<file path="src/hw/rtl/psb_pkg.sv">
// ----------------------------------------------------------------------------
// psb_pkg
// Shared types, constants and the arctangent table of the scan binner.
// ----------------------------------------------------------------------------
`default_nettype none

package psb_pkg;

	localparam int BIN_COUNT    = 3600;
	localparam int COORD_BITS   = 24;
	localparam int BIN_W        = $clog2(BIN_COUNT);
	localparam int RANGE_W      = 24;
	localparam int OP_W         = 2;
	localparam int SEL_W        = 12;
	localparam int CORDIC_STEPS = 32;
	localparam int STEP_W       = 5;
	localparam int SQ_W         = 2 * COORD_BITS;
	localparam int SQRT_STEPS   = COORD_BITS;
	localparam int CW           = 64;
	localparam int SCALE_SH     = 60 - COORD_BITS;
	localparam int TURN_W       = 32;
	localparam int PROD_W       = TURN_W + BIN_W;
	localparam int CFG_IDX_W    = 1;
	localparam int CFG_W        = COORD_BITS;

	localparam logic [RANGE_W-1:0] RANGE_TOP = {RANGE_W{1'b1}};
	localparam logic signed [CFG_W-1:0] Z_MIN_RST = CFG_W'(0);
	localparam logic signed [CFG_W-1:0] Z_MAX_RST = CFG_W'(410);

	typedef enum logic [OP_W-1:0] {
		OP_INSERT = 2'd0,
		OP_READ   = 2'd1,
		OP_CLEAR  = 2'd2
	} op_t;

	typedef enum logic [CFG_IDX_W-1:0] {
		REG_Z_MIN = 1'b0,
		REG_Z_MAX = 1'b1
	} reg_idx_t;

	typedef logic [BIN_W-1:0]             bin_t;
	typedef logic [RANGE_W-1:0]           range_t;
	typedef logic signed [COORD_BITS-1:0] coord_t;

	typedef struct packed {
		logic   done;
		logic   hit;
		bin_t   idx;
		range_t range;
	} geom_res_t;

	function automatic logic [TURN_W-1:0] atan_turn(input logic [STEP_W-1:0] i);
		logic [TURN_W-1:0] v;
		unique case (i)
			5'd0:  v = 32'd536870912;
			5'd1:  v = 32'd316933406;
			5'd2:  v = 32'd167458907;
			5'd3:  v = 32'd85004756;
			5'd4:  v = 32'd42667331;
			5'd5:  v = 32'd21354465;
			5'd6:  v = 32'd10679838;
			5'd7:  v = 32'd5340245;
			5'd8:  v = 32'd2670163;
			5'd9:  v = 32'd1335087;
			5'd10: v = 32'd667544;
			5'd11: v = 32'd333772;
			5'd12: v = 32'd166886;
			5'd13: v = 32'd83443;
			5'd14: v = 32'd41722;
			5'd15: v = 32'd20861;
			5'd16: v = 32'd10430;
			5'd17: v = 32'd5215;
			5'd18: v = 32'd2608;
			5'd19: v = 32'd1304;
			5'd20: v = 32'd652;
			5'd21: v = 32'd326;
			5'd22: v = 32'd163;
			5'd23: v = 32'd81;
			5'd24: v = 32'd41;
			5'd25: v = 32'd20;
			5'd26: v = 32'd10;
			5'd27: v = 32'd5;
			5'd28: v = 32'd3;
			5'd29: v = 32'd1;
			5'd30: v = 32'd1;
			5'd31: v = 32'd0;
		endcase
		return v;
	endfunction

endpackage

`default_nettype wire

</file>
<file path="src/hw/rtl/psb_geom.sv">
// ----------------------------------------------------------------------------
// psb_geom
// Iterative range and angle unit: squares, then a bit-pair square root and
// CORDIC vectoring sharing one step counter; the turn value is scaled to a bin.
// ----------------------------------------------------------------------------
`default_nettype none

module psb_geom (
	input  wire logic                clk,
	input  wire logic                arst_n,
	input  wire logic                start,
	input  wire psb_pkg::coord_t     x,
	input  wire psb_pkg::coord_t     y,
	output psb_pkg::geom_res_t       res
);

	typedef enum logic [4:0] {
		G_IDLE = 5'b00001,
		G_SQX  = 5'b00010,
		G_SQY  = 5'b00100,
		G_ITER = 5'b01000,
		G_BIN  = 5'b10000
	} gstate_t;

	gstate_t                                    state_q;
	logic [psb_pkg::STEP_W-1:0]                 cnt_q;
	psb_pkg::coord_t                            x_q;
	psb_pkg::coord_t                            y_q;
	logic [psb_pkg::SQ_W-1:0]                   sum_q;
	logic [psb_pkg::SQ_W-1:0]                   n_q;
	logic [psb_pkg::SQ_W-1:0]                   root_q;
	logic [psb_pkg::SQ_W-2:0]                   bit_q;
	logic signed [psb_pkg::CW-1:0]              cx_q;
	logic signed [psb_pkg::CW-1:0]              cy_q;
	logic [psb_pkg::TURN_W-1:0]                 cz_q;
	logic                                       done_q;
	logic                                       hit_q;
	psb_pkg::bin_t                              idx_q;
	psb_pkg::range_t                            range_q;

	logic [psb_pkg::COORD_BITS-1:0] ax;
	logic [psb_pkg::COORD_BITS-1:0] ay;
	logic [psb_pkg::SQ_W-1:0]       trial;
	logic signed [psb_pkg::CW-1:0]  dx;
	logic signed [psb_pkg::CW-1:0]  dy;
	logic signed [psb_pkg::CW-1:0]  xs;
	logic signed [psb_pkg::CW-1:0]  ys;
	logic [psb_pkg::TURN_W-1:0]     u;
	logic [psb_pkg::PROD_W-1:0]     prod;
	psb_pkg::bin_t                  idx;

	always_comb begin
		ax    = x_q[psb_pkg::COORD_BITS-1] ? (~x_q + 1'b1) : x_q;
		ay    = y_q[psb_pkg::COORD_BITS-1] ? (~y_q + 1'b1) : y_q;
		trial = root_q + {1'b0, bit_q};
		dx    = cy_q >>> cnt_q;
		dy    = cx_q >>> cnt_q;
		xs    = psb_pkg::CW'(x_q) <<< psb_pkg::SCALE_SH;
		ys    = psb_pkg::CW'(y_q) <<< psb_pkg::SCALE_SH;
		u     = cz_q + {1'b1, {(psb_pkg::TURN_W-1){1'b0}}};
		prod  = psb_pkg::PROD_W'(u) * psb_pkg::PROD_W'(psb_pkg::BIN_COUNT);
		idx   = prod[psb_pkg::PROD_W-1:psb_pkg::TURN_W];
		if (y_q == '0) begin
			idx = x_q[psb_pkg::COORD_BITS-1] ? psb_pkg::BIN_W'(psb_pkg::BIN_COUNT - 1)
				: psb_pkg::BIN_W'(psb_pkg::BIN_COUNT / 2);
		end
		if (int'(idx) >= psb_pkg::BIN_COUNT) begin
			idx = psb_pkg::BIN_W'(psb_pkg::BIN_COUNT - 1);
		end
	end

	always_ff @(posedge clk or negedge arst_n) begin
		if (!arst_n) begin
			state_q <= G_IDLE;
			cnt_q   <= '0;
			done_q  <= 1'b0;
		end else begin
			done_q <= (state_q == G_BIN);
			unique case (state_q)
				G_IDLE: begin
					if (start) begin
						state_q <= G_SQX;
					end
				end
				G_SQX: begin
					state_q <= G_SQY;
				end
				G_SQY: begin
					cnt_q   <= '0;
					state_q <= G_ITER;
				end
				G_ITER: begin
					cnt_q <= cnt_q + 1'b1;
					if (cnt_q == psb_pkg::STEP_W'(psb_pkg::CORDIC_STEPS - 1)) begin
						state_q <= G_BIN;
					end
				end
				G_BIN: begin
					state_q <= G_IDLE;
				end
				default: state_q <= G_IDLE;
			endcase
		end
	end

	always_ff @(posedge clk) begin
		unique case (state_q)
			G_IDLE: begin
				if (start) begin
					x_q <= x;
					y_q <= y;
				end
			end
			G_SQX: begin
				sum_q <= psb_pkg::SQ_W'(ax) * psb_pkg::SQ_W'(ax);
				if (x_q[psb_pkg::COORD_BITS-1]) begin
					cx_q <= -xs;
					cy_q <= -ys;
					cz_q <= {1'b1, {(psb_pkg::TURN_W-1){1'b0}}};
				end else begin
					cx_q <= xs;
					cy_q <= ys;
					cz_q <= '0;
				end
			end
			G_SQY: begin
				n_q    <= sum_q + psb_pkg::SQ_W'(ay) * psb_pkg::SQ_W'(ay);
				root_q <= '0;
				bit_q  <= {1'b1, {(psb_pkg::SQ_W-2){1'b0}}};
			end
			G_ITER: begin
				if (cy_q >= 0) begin
					cx_q <= cx_q + dx;
					cy_q <= cy_q - dy;
					cz_q <= cz_q + psb_pkg::atan_turn(cnt_q);
				end else begin
					cx_q <= cx_q - dx;
					cy_q <= cy_q + dy;
					cz_q <= cz_q - psb_pkg::atan_turn(cnt_q);
				end
				if (int'(cnt_q) < psb_pkg::SQRT_STEPS) begin
					if (n_q >= trial) begin
						n_q    <= n_q - trial;
						root_q <= (root_q >> 1) + {1'b0, bit_q};
					end else begin
						root_q <= root_q >> 1;
					end
					bit_q <= bit_q >> 2;
				end
			end
			G_BIN: begin
				hit_q   <= (root_q != '0);
				idx_q   <= idx;
				range_q <= (root_q > psb_pkg::SQ_W'(psb_pkg::RANGE_TOP))
					? psb_pkg::RANGE_TOP : root_q[psb_pkg::RANGE_W-1:0];
			end
			default: ;
		endcase
	end

	assign res = '{done: done_q, hit: hit_q, idx: idx_q, range: range_q};

endmodule

`default_nettype wire

</file>
<file path="config.mk">
export PLATFORM = sky130hd
export DESIGN_NAME = psb_geom
export DESIGN_NICKNAME = d
export VERILOG_FILES = /design/src/hw/rtl/psb_pkg.sv /design/src/hw/rtl/psb_geom.sv
export SDC_FILE = /design/constraint.sdc
export NUM_CORES = 2
export LEC_CHECK = 0
export BUFFER_PORTS_ARGS = -buffer_cell sky130_fd_sc_hd__buf_4
export CORE_MARGIN = 3
export CORE_UTILIZATION = 36
export CTS_CLUSTER_DIAMETER = 150
export DETAILED_ROUTE_END_ITERATION = 12
export GPL_TIMING_DRIVEN = 0
export PLACE_DENSITY = 0.6
export SETUP_SLACK_MARGIN = 0.02
export SLEW_MARGIN = 5
export SYNTH_ARGS = -nofsm -noshare
export SYNTH_HDL_FRONTEND = slang
export SYNTH_SLANG_ARGS = --single-unit
</file>
<file path="constraint.sdc">
create_clock -name clk -period 11.61 [get_ports clk]
set_clock_uncertainty 0.2 [all_clocks]
set_input_delay 0 -clock clk [delete_from_list [all_inputs] [get_ports clk]]
set_output_delay 0 -clock clk [all_outputs]
set_load 0.02 [all_outputs]
</file>
==> results.yml <==
final_layout:
  finish.utilization: 0.402
  nNetsFinal: 11000
  stdcell_count: 12300
  drive_above_1_share: 0.0777
  final_cell_mix: "1429 x inv_1, 957 x fa_1, 783 x nand2_1, 727 x nor2_1, 702 x ha_1"
  mostFrequentLayoutCell: "inv_1"
  area_growth_pct: 10.6
worst_setup_path:
  worstRegToRegCells: 26
  r2r_slack_ps: -140
  path_max_fanout: 10
  r2r-end: "cy_q[61]"
  crit_slowest_cell: "o41ai_1"
  crit_type: "reg -> reg"
  start_kind: "register"
  arrival_ps: 11990
  cp_common_cell: "buf_2"
  crit_family: "buffers and inverters"
  r2r_start: "cnt_q[2]"
  cp-end-kind: "register"
  slowest_delay_ps: 890
  cp_num_buf_inv: 12
  cp.required_ps: 11850
route:
  drtAntennaViolNets: 0
  vias: 71100
  viasPerCell: 5.76
  drt_pre_antenna_iters: 6
  wire_per_inst_um: 27.1
  drc: 0
  drt_iter0_drc: 7670
  postRouteWirelength_um: 335000
sta:
  fin_crit_ps: 11750
  relSlewSlack: -0.0223
  setup_viol: 4
  hold_slack_ps: 125
  max_freq_ghz: 0.0851
  setup_tns_ps: -349
  period_share: 1.01
  tightest_slew_ps: 1530
  slew_violations: 9
  final-hold-violation-count: 0
  rsz0062_at_grt: "yes"
  setup_slack_ps: -138
yosys:
  ys_warn_count: 0
  yosys_most_used_dff: "edfxtp_1"
  yosysSeqAreaShare: 0.156
  netlist_area_mm2: 0.0809
  postSynthCellCount: 9018
  syn_area_per_cell_um2: 8.98
  ys_async_sr_fraction: 0.0260
  synth_edf_count: 412
  ys_ff_latch: 423
  synth_cell_type_count: 109
global_routing:
  grt_max_degree: 60
  antenna_found_initial: 16
  grt_pass1_vias: 71400
  grt_pass1_wl_um: 483000
  grt_usage: 0.284
  overflow: 0
clocking:
  cts_made_buffers: 54
  cts_root_buffer: "clkbuf_16"
  clock_sinks: 423
  cts_buffer_depth: 3
  path_clk_slew_ps: 60
  cts.htree.levels: 2
  clock_latency_ps: 740
  cts_tree: "done"
placement:
  gp_congestion: 1.06
  port_buffers: 88
  dp_hpwl_um: 273000
  placedCellCount: 12100
floorplanning:
  initial_core_util: 0.363
  fp.dieArea_mm2: 0.231
  io_pins: 89
  rows: 173
  core_area_mm2: 0.223
  die_w_um: 480
  fp.dieH_um: 480
status:
  violations: "capacitance limit, slew limit, setup timing"
  status: "finished, violations left"
hold_path:
  hold_path_end: "state_q[0]"
  min-delay-path-class: "in -> reg"
  whs_path_depth: 5
  worst_hold_startpoint: "start"
run:
  max-cap-violations: 1
==> sequential cells by signal, summed over array words and instances (netlist names), 32 cells and up <==
name and cells:
sum_q 47, cz_q 32, cx_q 64, root_q 48, n_q 48, cy_q 64
==> synthesized netlist by cell type (67+ instances only) <==
master	number	area, µm²
ha_1	705	8820
o31ai_1	74	556
a21oi_1	409	2050
nor2_1	731	2740
a211oi_1	74	556
a21o_1	204	1530
mux2i_1	153	1530
nor3_1	105	526
mux2_2	76	856
edfxtp_1	412	12400
a31oi_1	82	513
xor2_1	241	2110
mux4_2	129	2910
xnor2_1	343	3000
clkbuf_1	291	1090
nand3_1	123	616
nand4_1	69	432
nor2b_1	67	419
or3_1	74	463
nand2b_1	73	457
o21ai_0	396	1980
inv_1	1432	5380
and2_1	112	701
nand2_1	786	2950
fa_1	957	19200
==> worst register-to-register path, stage by stage (launching register included) <==
cell and delay (ps):
dfrtp_1 400, clkbuf_1 490, buf_2 370, buf_2 350, buf_2 400, buf_2 460, buf_2 410, buf_1 720
clkbuf_1 780, buf_2 390, clkbuf_1 840, clkbuf_1 660, o21ai_0 230, mux2i_1 300, xor2_1 410, ha_1 200
clkbuf_1 280, nand3_1 190, nor2_1 190, nand2_1 100, or4b_2 760, o41ai_1 900, a311oi_1 360, o21ai_0 620
a21boi_0 220, xor2_1 170, o21ai_0 100
==> repair_timing <==
| item | CTS | global route |
|---|---|---|
| pin swaps | 1 | 9 |
| hold buffers | 100 | 0 |
| hold endpoints to repair | 96 | 0 |
| setup buffers | 5 | 17 |
| endpoints found under the setup margin | 74 | 40 |
| gates resized for setup | 75 | 95 |
==> metrics by stage <==
stage	setup WS, ps	instance area [µm²]
after floorplan	1250	81000
after global placement	-2810	85400
after detailed placement	-2930	85800
after CTS	15.7	89100
after global routing	-10.6	89500
final	-138	89500
==> logic make-up (layout without fill, tap and decap cells) <==
logic type,count (synthesis),after routing,synth area share
and+or+nand+nor,2358,2358,0.136
buffers and inverters,1844,2168,0.0881
AOI/OAI and AO/OA,1767,1767,0.143
adders and majority gates,1662,1662,0.346
xor gates and xnor gates,584,584,0.0632
DFF,423,423,0.156
muxes,378,378,0.0683
other,2,27,0.0000928
==> cell type report <==
cell class	count	area (µm²)
Sequential cell	423	12600
Timing Repair Buffer	232	2200
Inverter	1447	5460
Multi-Input combinational cell	6766	61800
Fill cell	22300	133000
Clock buffer	62	1400
Antenna cell	10	25.0
Clock inverter	37	474
Tap cell	2975	3720
Buffer	390	1790
==> worst max-delay path by stage <==
stage / startpoint / to / slack [ps] / cells past startpoint
3_5_place_dp: x_q[0] / sum_q[47] / -2930 / 32
2_1_floorplan: y_q[0] / n_q[47] / 1250 / 40
4_1_cts: x_q[0] / sum_q[47] / 20 / 36
6_report: cnt_q[2] / cy_q[61] / -140 / 26
3_3_place_gp: x_q[0] / sum_q[47] / -2810 / 32
5_1_grt: y_q[0] / n_q[45] / -10 / 39
==> routing by layer <==
layer  vias to the layer above  routed length (µm)  part of all wire  track usage
met5                         -                  13          0.000039            0
met4                         2               19100             0.057        0.139
met3                       675               31200             0.093       0.0595
met2                      3521              146000              0.44        0.433
met1                     35800              139000              0.41        0.383
li1                      31100                   -                 -            -
Power is not shown: default switching activity piles up to over one toggle a cycle in this logic, so the estimate is an artifact.
